[src/wpf_pkg.sv]
// Shared types and constants for the word packet framer with CRC-16.
// No dependencies; used by the interfaces and all framer modules.
`default_nettype none

package wpf_pkg;

  localparam int unsigned BUFFER_WORDS_DEF = 512;
  localparam logic [31:0] SYNC_RESET = 32'hAA55AA55;
  localparam logic [15:0] CRC_INIT   = 16'hFFFF;

  typedef logic [2:0] action_t;
  typedef logic [1:0] status_t;

  localparam action_t ACT_START    = 3'd0;
  localparam action_t ACT_PAYLOAD  = 3'd1;
  localparam action_t ACT_ADD      = 3'd2;
  localparam action_t ACT_COMPLETE = 3'd3;
  localparam action_t ACT_READ     = 3'd4;
  localparam action_t ACT_CANCEL   = 3'd5;

  localparam status_t ST_DONE    = 2'd0;
  localparam status_t ST_FULL    = 2'd1;
  localparam status_t ST_IGNORED = 2'd2;
  localparam status_t ST_EMPTY   = 2'd3;

endpackage

`default_nettype wire

[src/wpf_crc.sv]
// CRC-16 (poly 0x1021, MSB first) unit, one byte per step.
// Depends on wpf_pkg for the init value.
`default_nettype none

module wpf_crc (
  input  logic        clk,
  input  logic        init,
  input  logic        step,
  input  logic [7:0]  data_byte,
  output logic [15:0] crc
);
  import wpf_pkg::*;

  localparam logic [15:0] POLY = 16'h1021;

  logic [15:0] crc_next;

  always_comb begin
    crc_next = crc ^ {data_byte, 8'h00};
    for (int k = 0; k < 8; k++) begin
      if (crc_next[15]) begin
        crc_next = {crc_next[14:0], 1'b0} ^ POLY;
      end else begin
        crc_next = {crc_next[14:0], 1'b0};
      end
    end
  end

  always_ff @(posedge clk) begin
    if (init) begin
      crc <= CRC_INIT;
    end else if (step) begin
      crc <= crc_next;
    end
  end

endmodule

`default_nettype wire

[config.mk]
export PLATFORM = sky130hd
export DESIGN_NAME = wpf_crc
export DESIGN_NICKNAME = d
export VERILOG_FILES = /design/src/wpf_pkg.sv /design/src/wpf_crc.sv
export SDC_FILE = /design/constraint.sdc
export NUM_CORES = 1
export LEC_CHECK = 0
export BUFFER_PORTS_ARGS = -buffer_cell sky130_fd_sc_hd__buf_2
export CORE_MARGIN = 2
export CORE_UTILIZATION = 45
export DETAILED_ROUTE_END_ITERATION = 7
export GPL_ROUTABILITY_DRIVEN = 1
export GPL_TIMING_DRIVEN = 0
export PLACE_DENSITY_LB_ADDON = 0.3
export SLEW_MARGIN = 0
export SYNTH_ARGS = -nofsm -noshare
export SYNTH_HDL_FRONTEND = slang
export SYNTH_SLANG_ARGS = --single-unit
[constraint.sdc]
create_clock -name clk -period 1.68 [get_ports clk]
set_input_delay 0.336 -clock clk [delete_from_list [all_inputs] [get_ports clk]]
set_output_delay 0.336 -clock clk [all_outputs]
set_load 0.01 [all_outputs]
==> flow_summary_export.csv, run 1 <==
group,metric,value,unit
status,status,"finished clean",
global_route,grt_max_degree,11,
cts,htreeDepth,1,
routing,wl,1680,um
cts,numCtsBuffers,3,
finish,reg_top3,"crc: 16 flops",
logic_synthesis,syn_nets,91,
pwr,p_seq_frac,0.393,
logic_synthesis,async_flop_share,0,
global_route,grt_overflow,0,
finish,layout.cells.non_filler,135,
finish,n_fill_cell,181,
worst_setup_path,arrival,1.55,ns
timing,finalSetupViolCount,0,
hold_path,hold_path.class,"primary input to flop",
global_route,grt_pass1_wl,2940,um
routing,final_antenna_net_count,0,
finish,final_util,0.565,
timing,rsz0062_at_grt,"false",
placement,dpl_cell_area,1070,sq um
routing,drt_pass1_iterations,4,
logic_synthesis,synthAdderAreaFrac,0,
cts,post_cts_buffers,0,
placement,place.gp.congestion,0.694,
finish,fin_area,1100,sq um
timing,fin_ws,0.353,ns
finish,layout-drive-gt1-share,0.287,
pwr,ir_drop,0.000713,V
worst_setup_path,path_max_fanout,5,
logic_synthesis,synth_cells,80,
pwr,power_density,1190,nW/um^2
logic_synthesis,synth-edff-count,0,
timing,worst_clock_skew,0.00204,ns
logic_synthesis,synth_cell_type_count,17,
finish,nets,121,
timing,fin_crit_sh,0.790,
pwr,p_leak,0.505,nW
worst_setup_path,critPathKind,"flop to flop",
logic_synthesis,syn_area,916,sq um
timing,fin_hold_ws,0.459,ns
logic_synthesis,synthSimpleGateAreaFrac,0.0724,
timing,slew_headroom,0.677,
cts,cts_sinks,16,
timing,tns,0,ns
placement,dp_hpwl,1250,um
pwr,internal_power,900,uW
floorplanning,core,1940,sq um
logic_synthesis,synth_compound_area_frac,0.148,
finish,largest_reg_flops,16,
routing,vias_per_cell,4.90,
cts,cts_root_buf,"clkbuf_4",
floorplanning,row_count,16,
floorplanning,die_h,49.1,um
placement,numPlacedInstances,132,
timing,worst_pin_slew,0.484,ns
floorplanning,start_util,0.472,
pwr,p_sw,401,uW
worst_setup_path,critPathLaunchType,"flop",
logic_synthesis,synth-seq-cells,16,
routing,routedWlPerCell,12.5,um
floorplanning,dieWidth,49.1,um
logic_synthesis,synth_xor_area_frac,0.410,
cts,clk_pin_slew_worst_paths,0.09,ns
job,drv_cap,0,
global_route,grt_pass1_vias,627,
cts,cts_tree,"yes",
global_route,grt_antenna_before_repair,0,
routing,drcViolationCount,0,
pwr,swShare,0.308,
logic_synthesis,ys_seq_area_frac,0.350,
logic_synthesis,synthMuxAreaShare,0,
floorplanning,die_area,2410,sq um
logic_synthesis,synth_ff_type,"dfxtp_1",
placement,place_ws,0.291,ns
timing,slew_viol_final,0,
worst_setup_path,cp.required,1.90,ns
timing,hold_viol_final,0,
routing,drt_iter0_markers,7,
pwr,clkPwrFrac,0.153,
timing,min_period,1.33,ns
timing,timing.fmax,754,MHz
pwr,p_comb_frac,0.454,
pwr,totalPowerFinal,1.30,mW
cts,cts_resized,0,
worst_setup_path,setup.worst_path.end_class,"flop",
logic_synthesis,synth.avg_cell_area,11.4,sq um
cts,clk_latency,0.28,ns
placement,portBuffers,25,
floorplanning,pin_count,27,
logic_synthesis,synth_top_family_by_area,"XOR/XNOR gates",
cts,hold_buffers,0,
logic_synthesis,yosysWarnings,0,
global_route,grt_use_total,0.159,
cts,clockBufferDepth,2,
finish,insertedDiodeCount,0,
finish,max_flop_register,"crc",
finish,area_growth,19.8,%
routing,vias,662,
path summary, 6_finish.rpt:
| path | start | to | slack [ns] | cells after the start |
|---|---|---|---|---|
| max | crc[12] | crc[12] | 0.35 | 3 |
| min | step | crc[9] | 0.46 | 3 |
| max reg2reg | crc[12] | crc[12] | 0.35 | 3 |
| min reg2reg | crc[4] | crc[4] | 0.54 | 1 |
synthesized netlist by cell type (all sizes together) (2+ instances only):
cell type | count | area [sq um]
dfxtp | 16 | 320
xnor2 | 13 | 129
a211o | 8 | 70.1
a21oi | 8 | 40.0
xnor3 | 8 | 180
nor2b | 7 | 43.8
o21ai | 5 | 25.0
xor2 | 4 | 42.6
clkbuf | 3 | 11.3
nor3 | 3 | 15.0
nor2 | 2 | 7.51
logic make-up after synthesis:
| logic type | Yosys count |
|---|---|
| xor+xnor | 26 |
| compound gates | 21 |
| flops | 16 |
| simple gates | 12 |
| buf+inv | 5 |
worst max-delay path, stage by stage, from the launching register on:
cell     delay [ns]
dfxtp_1        0.35
xnor2_2        0.34
xnor3_1        0.46
o21ai_1        0.11
area by class of cell:
class / count / area (sq um) / area share
sequential: 16 / 320 / 0.292
tap: 27 / 33.8 / 0.0308
multi-input combinational: 59 / 577 / 0.526
timing repair buffer: 25 / 125 / 0.114
clock buffer: 3 / 22.5 / 0.0205
inverter: 1 / 3.75 / 0.00342
buffer: 4 / 15.0 / 0.0137
cells in the final DEF, fill, tap and decap left out:
cell type and instances:
a211o_1 8, a21oi_1 8, buf_1 1, buf_2 25, clkbuf_1 3, clkbuf_4 3, dfxtp_1 16, inv_1 1
nor2_1 2, nor2b_1 7, nor3_1 3, o21ai_0 3, o21ai_1 2, xnor2_1 11, xnor2_2 2, xnor3_1 8
xor2_1 3, xor2_2 1, xor3_1 1
per-layer routing:
metal,part of all wire,vias to the layer above,track usage,wire length (um)
li1,-,336,-,-
met1,0.46,307,0.214,771
met2,0.49,19,0.252,830
met3,0.047,0,0.0307,79
met4,0,0,0.0571,0
met5,0,-,0,0
power groups by stage:
stage | registers, mW | logic (mW) | clock network (mW)
finish | 0.511 | 0.590 | 0.199
global route | 0.523 | 0.640 | 0.230
CTS | 0.512 | 0.596 | 0.207
detailed placement | 0.521 | 0.594 | 0
global placement | 0.515 | 0.584 | 0
floorplan | 0.544 | 0.437 | 0
Note: power is estimated with default switching activity, not from simulation.
==> run 2, diff against run 1 <==
==> constraint.sdc (replaced) <==
create_clock -name clk -period 1.3 [get_ports clk]
set_input_delay 0.26 -clock clk [delete_from_list [all_inputs] [get_ports clk]]
set_output_delay 0.26 -clock clk [all_outputs]
set_load 0.01 [all_outputs]
==> flow_summary_export.csv, run 2 (synthesis gave the netlist of run 1 again) <==
group,metric,value,unit
routing,final_antenna_net_count,0,
worst_setup_path,reg2reg_from,"crc[13]",
cts,cts_root_buf,"clkbuf_4",
cts,htreeDepth,1,
worst_setup_path,slowest_stage,"dfxtp_2",
floorplanning,die_h,49.1,um
hold_path,holdPathStages,3,
pwr,power_density,1500,nW/um^2
global_route,grt_pass1_wl,2910,um
timing,slew_viol_final,0,
worst_setup_path,cp.required,1.51,ns
floorplanning,dieWidth,49.1,um
timing,finalSetupViolCount,0,
finish,fin_area,1160,sq um
timing,min_period,1.25,ns
worst_setup_path,worstRegToRegCells,3,
finish,largest_reg_flops,16,
routing,routedWlPerCell,12.7,um
finish,insertedDiodeCount,0,
worst_setup_path,critPathLaunchType,"flop",
routing,drcViolationCount,0,
job,drv_cap,0,
global_route,grt_overflow,0,
finish,final_util,0.595,
global_route,grt_pass1_vias,630,
cts,clockBufferDepth,2,
finish,max_flop_register,"crc",
hold_path,worstHoldEndpoint,"crc[9]",
finish,reg_top3,"crc: 16 flops",
worst_setup_path,crit_path_max_incr_delay,0.41,ns
placement,place_ws,-0.0126,ns
pwr,p_leak,0.531,nW
routing,vias_per_cell,4.90,
worst_setup_path,r2r-end,"crc[5]",
global_route,grt_use_total,0.157,
cts,cts_sinks,16,
timing,slew_headroom,0.684,
finish,nets,121,
cts,post_cts_buffers,0,
finish,layout_common_cells,"buf_2, dfxtp_1, xnor3_1, a21oi_1, a211o_1",
timing,worst_clock_skew,0.00210,ns
status,status,"finished clean",
placement,place.gp.congestion,0.694,
timing,hold_viol_final,0,
floorplanning,pin_count,27,
finish,area_growth,26.2,%
worst_setup_path,arrival,1.46,ns
timing,worst_pin_slew,0.475,ns
global_route,grt_max_degree,11,
timing,fin_ws,0.0498,ns
worst_setup_path,path_max_fanout,4,
placement,dp_hpwl,1250,um
floorplanning,start_util,0.472,
routing,wl,1710,um
cts,clk_pin_slew_worst_paths,0.09,ns
pwr,ir_drop,0.000943,V
cts,cts_tree,"yes",
global_route,grt_antenna_before_repair,0,
routing,drt_iter0_markers,10,
placement,dpl_cell_area,1070,sq um
hold_path,worstHoldStart,"step",
timing,rsz0062_at_grt,"false",
cts,numCtsBuffers,3,
routing,vias,661,
timing,tns,0,ns
worst_setup_path,critPathKind,"flop to flop",
placement,portBuffers,25,
finish,final_common_cell,"buf_2",
worst_setup_path,setup.worst_path.end_class,"flop",
pwr,totalPowerFinal,1.74,mW
timing,timing.fmax,800,MHz
floorplanning,die_area,2410,sq um
finish,n_fill_cell,176,
cts,clk_latency,0.28,ns
worst_setup_path,reg2reg_slack,0.05,ns
timing,fin_crit_sh,0.962,
routing,drt_pass1_iterations,4,
floorplanning,row_count,16,
floorplanning,core,1940,sq um
worst_setup_path,path_cells,"xor2_2 -> xnor3_1 -> a21oi_1",
finish,layout-drive-gt1-share,0.352,
hold_path,hold_path.class,"primary input to flop",
[run 2: metal layers]
metal  share of wire  GRT usage  up-vias
li1                -          -      336
met1            0.46      0.208      307
met2            0.50      0.255       18
met3           0.046     0.0307        0
met4               0     0.0571        0
met5               0          0        -
[run 2: what timing repair did]
| item | 4_1_cts | 5_1_grt |
|---|---|---|
| hold buffers | 0 | 0 |
| endpoints found under the setup margin | 4 | 7 |
| pin swaps | 1 | 0 |
| hold endpoints to repair | 0 | 0 |
| gates resized for setup | 3 | 7 |
[run 2: area by class of cell]
cell class / instances / area [sq um] / share of cell area
Tap cell: 27 / 33.8 / 0.0292
Timing Repair Buffer: 25 / 125 / 0.108
Multi-Input combinational cell: 59 / 629 / 0.544
Clock buffer: 3 / 22.5 / 0.0195
Buffer: 4 / 15.0 / 0.0130
Sequential cell: 16 / 327 / 0.282
Inverter: 1 / 3.75 / 0.00325
[run 2: worst max-delay path by stage]
stage	startpoint	end	slack (ns)	cells after the start
finish	crc[13]	crc[5]	0.05	3
global route	crc[15]	crc[7]	0.01	3
CTS	crc[8]	crc[12]	0.001	3
detailed placement	data_byte[4]	crc[12]	-0.01	4
global placement	data_byte[1]	crc[6]	-0.01	4
floorplan	crc[12]	crc[12]	0.05	3
[run 2: through the flow]
step           hold slack [ns]  instances
6_report                 0.383        135
3_3_place_gp             0.502        132
5_1_grt                  0.401        135
2_1_floorplan            0.469         80
3_5_place_dp             0.525        132
4_1_cts                  0.375        135
[run 2: critical path, delay by kind of cell, from the launching register on]
kind           cells  cell delay (ns)
AO/OA/AOI/OAI      1             0.16
XOR/XNOR           2             0.62
flip-flops         1             0.41
[run 2: power breakdown]
part           internal, mW  total (mW)  leakage, nW  switching, mW
clock network         0.107       0.257       0.0138          0.149
logic                 0.511       0.799        0.385          0.288
registers             0.582       0.680        0.133         0.0985
total                  1.20        1.74        0.531          0.536
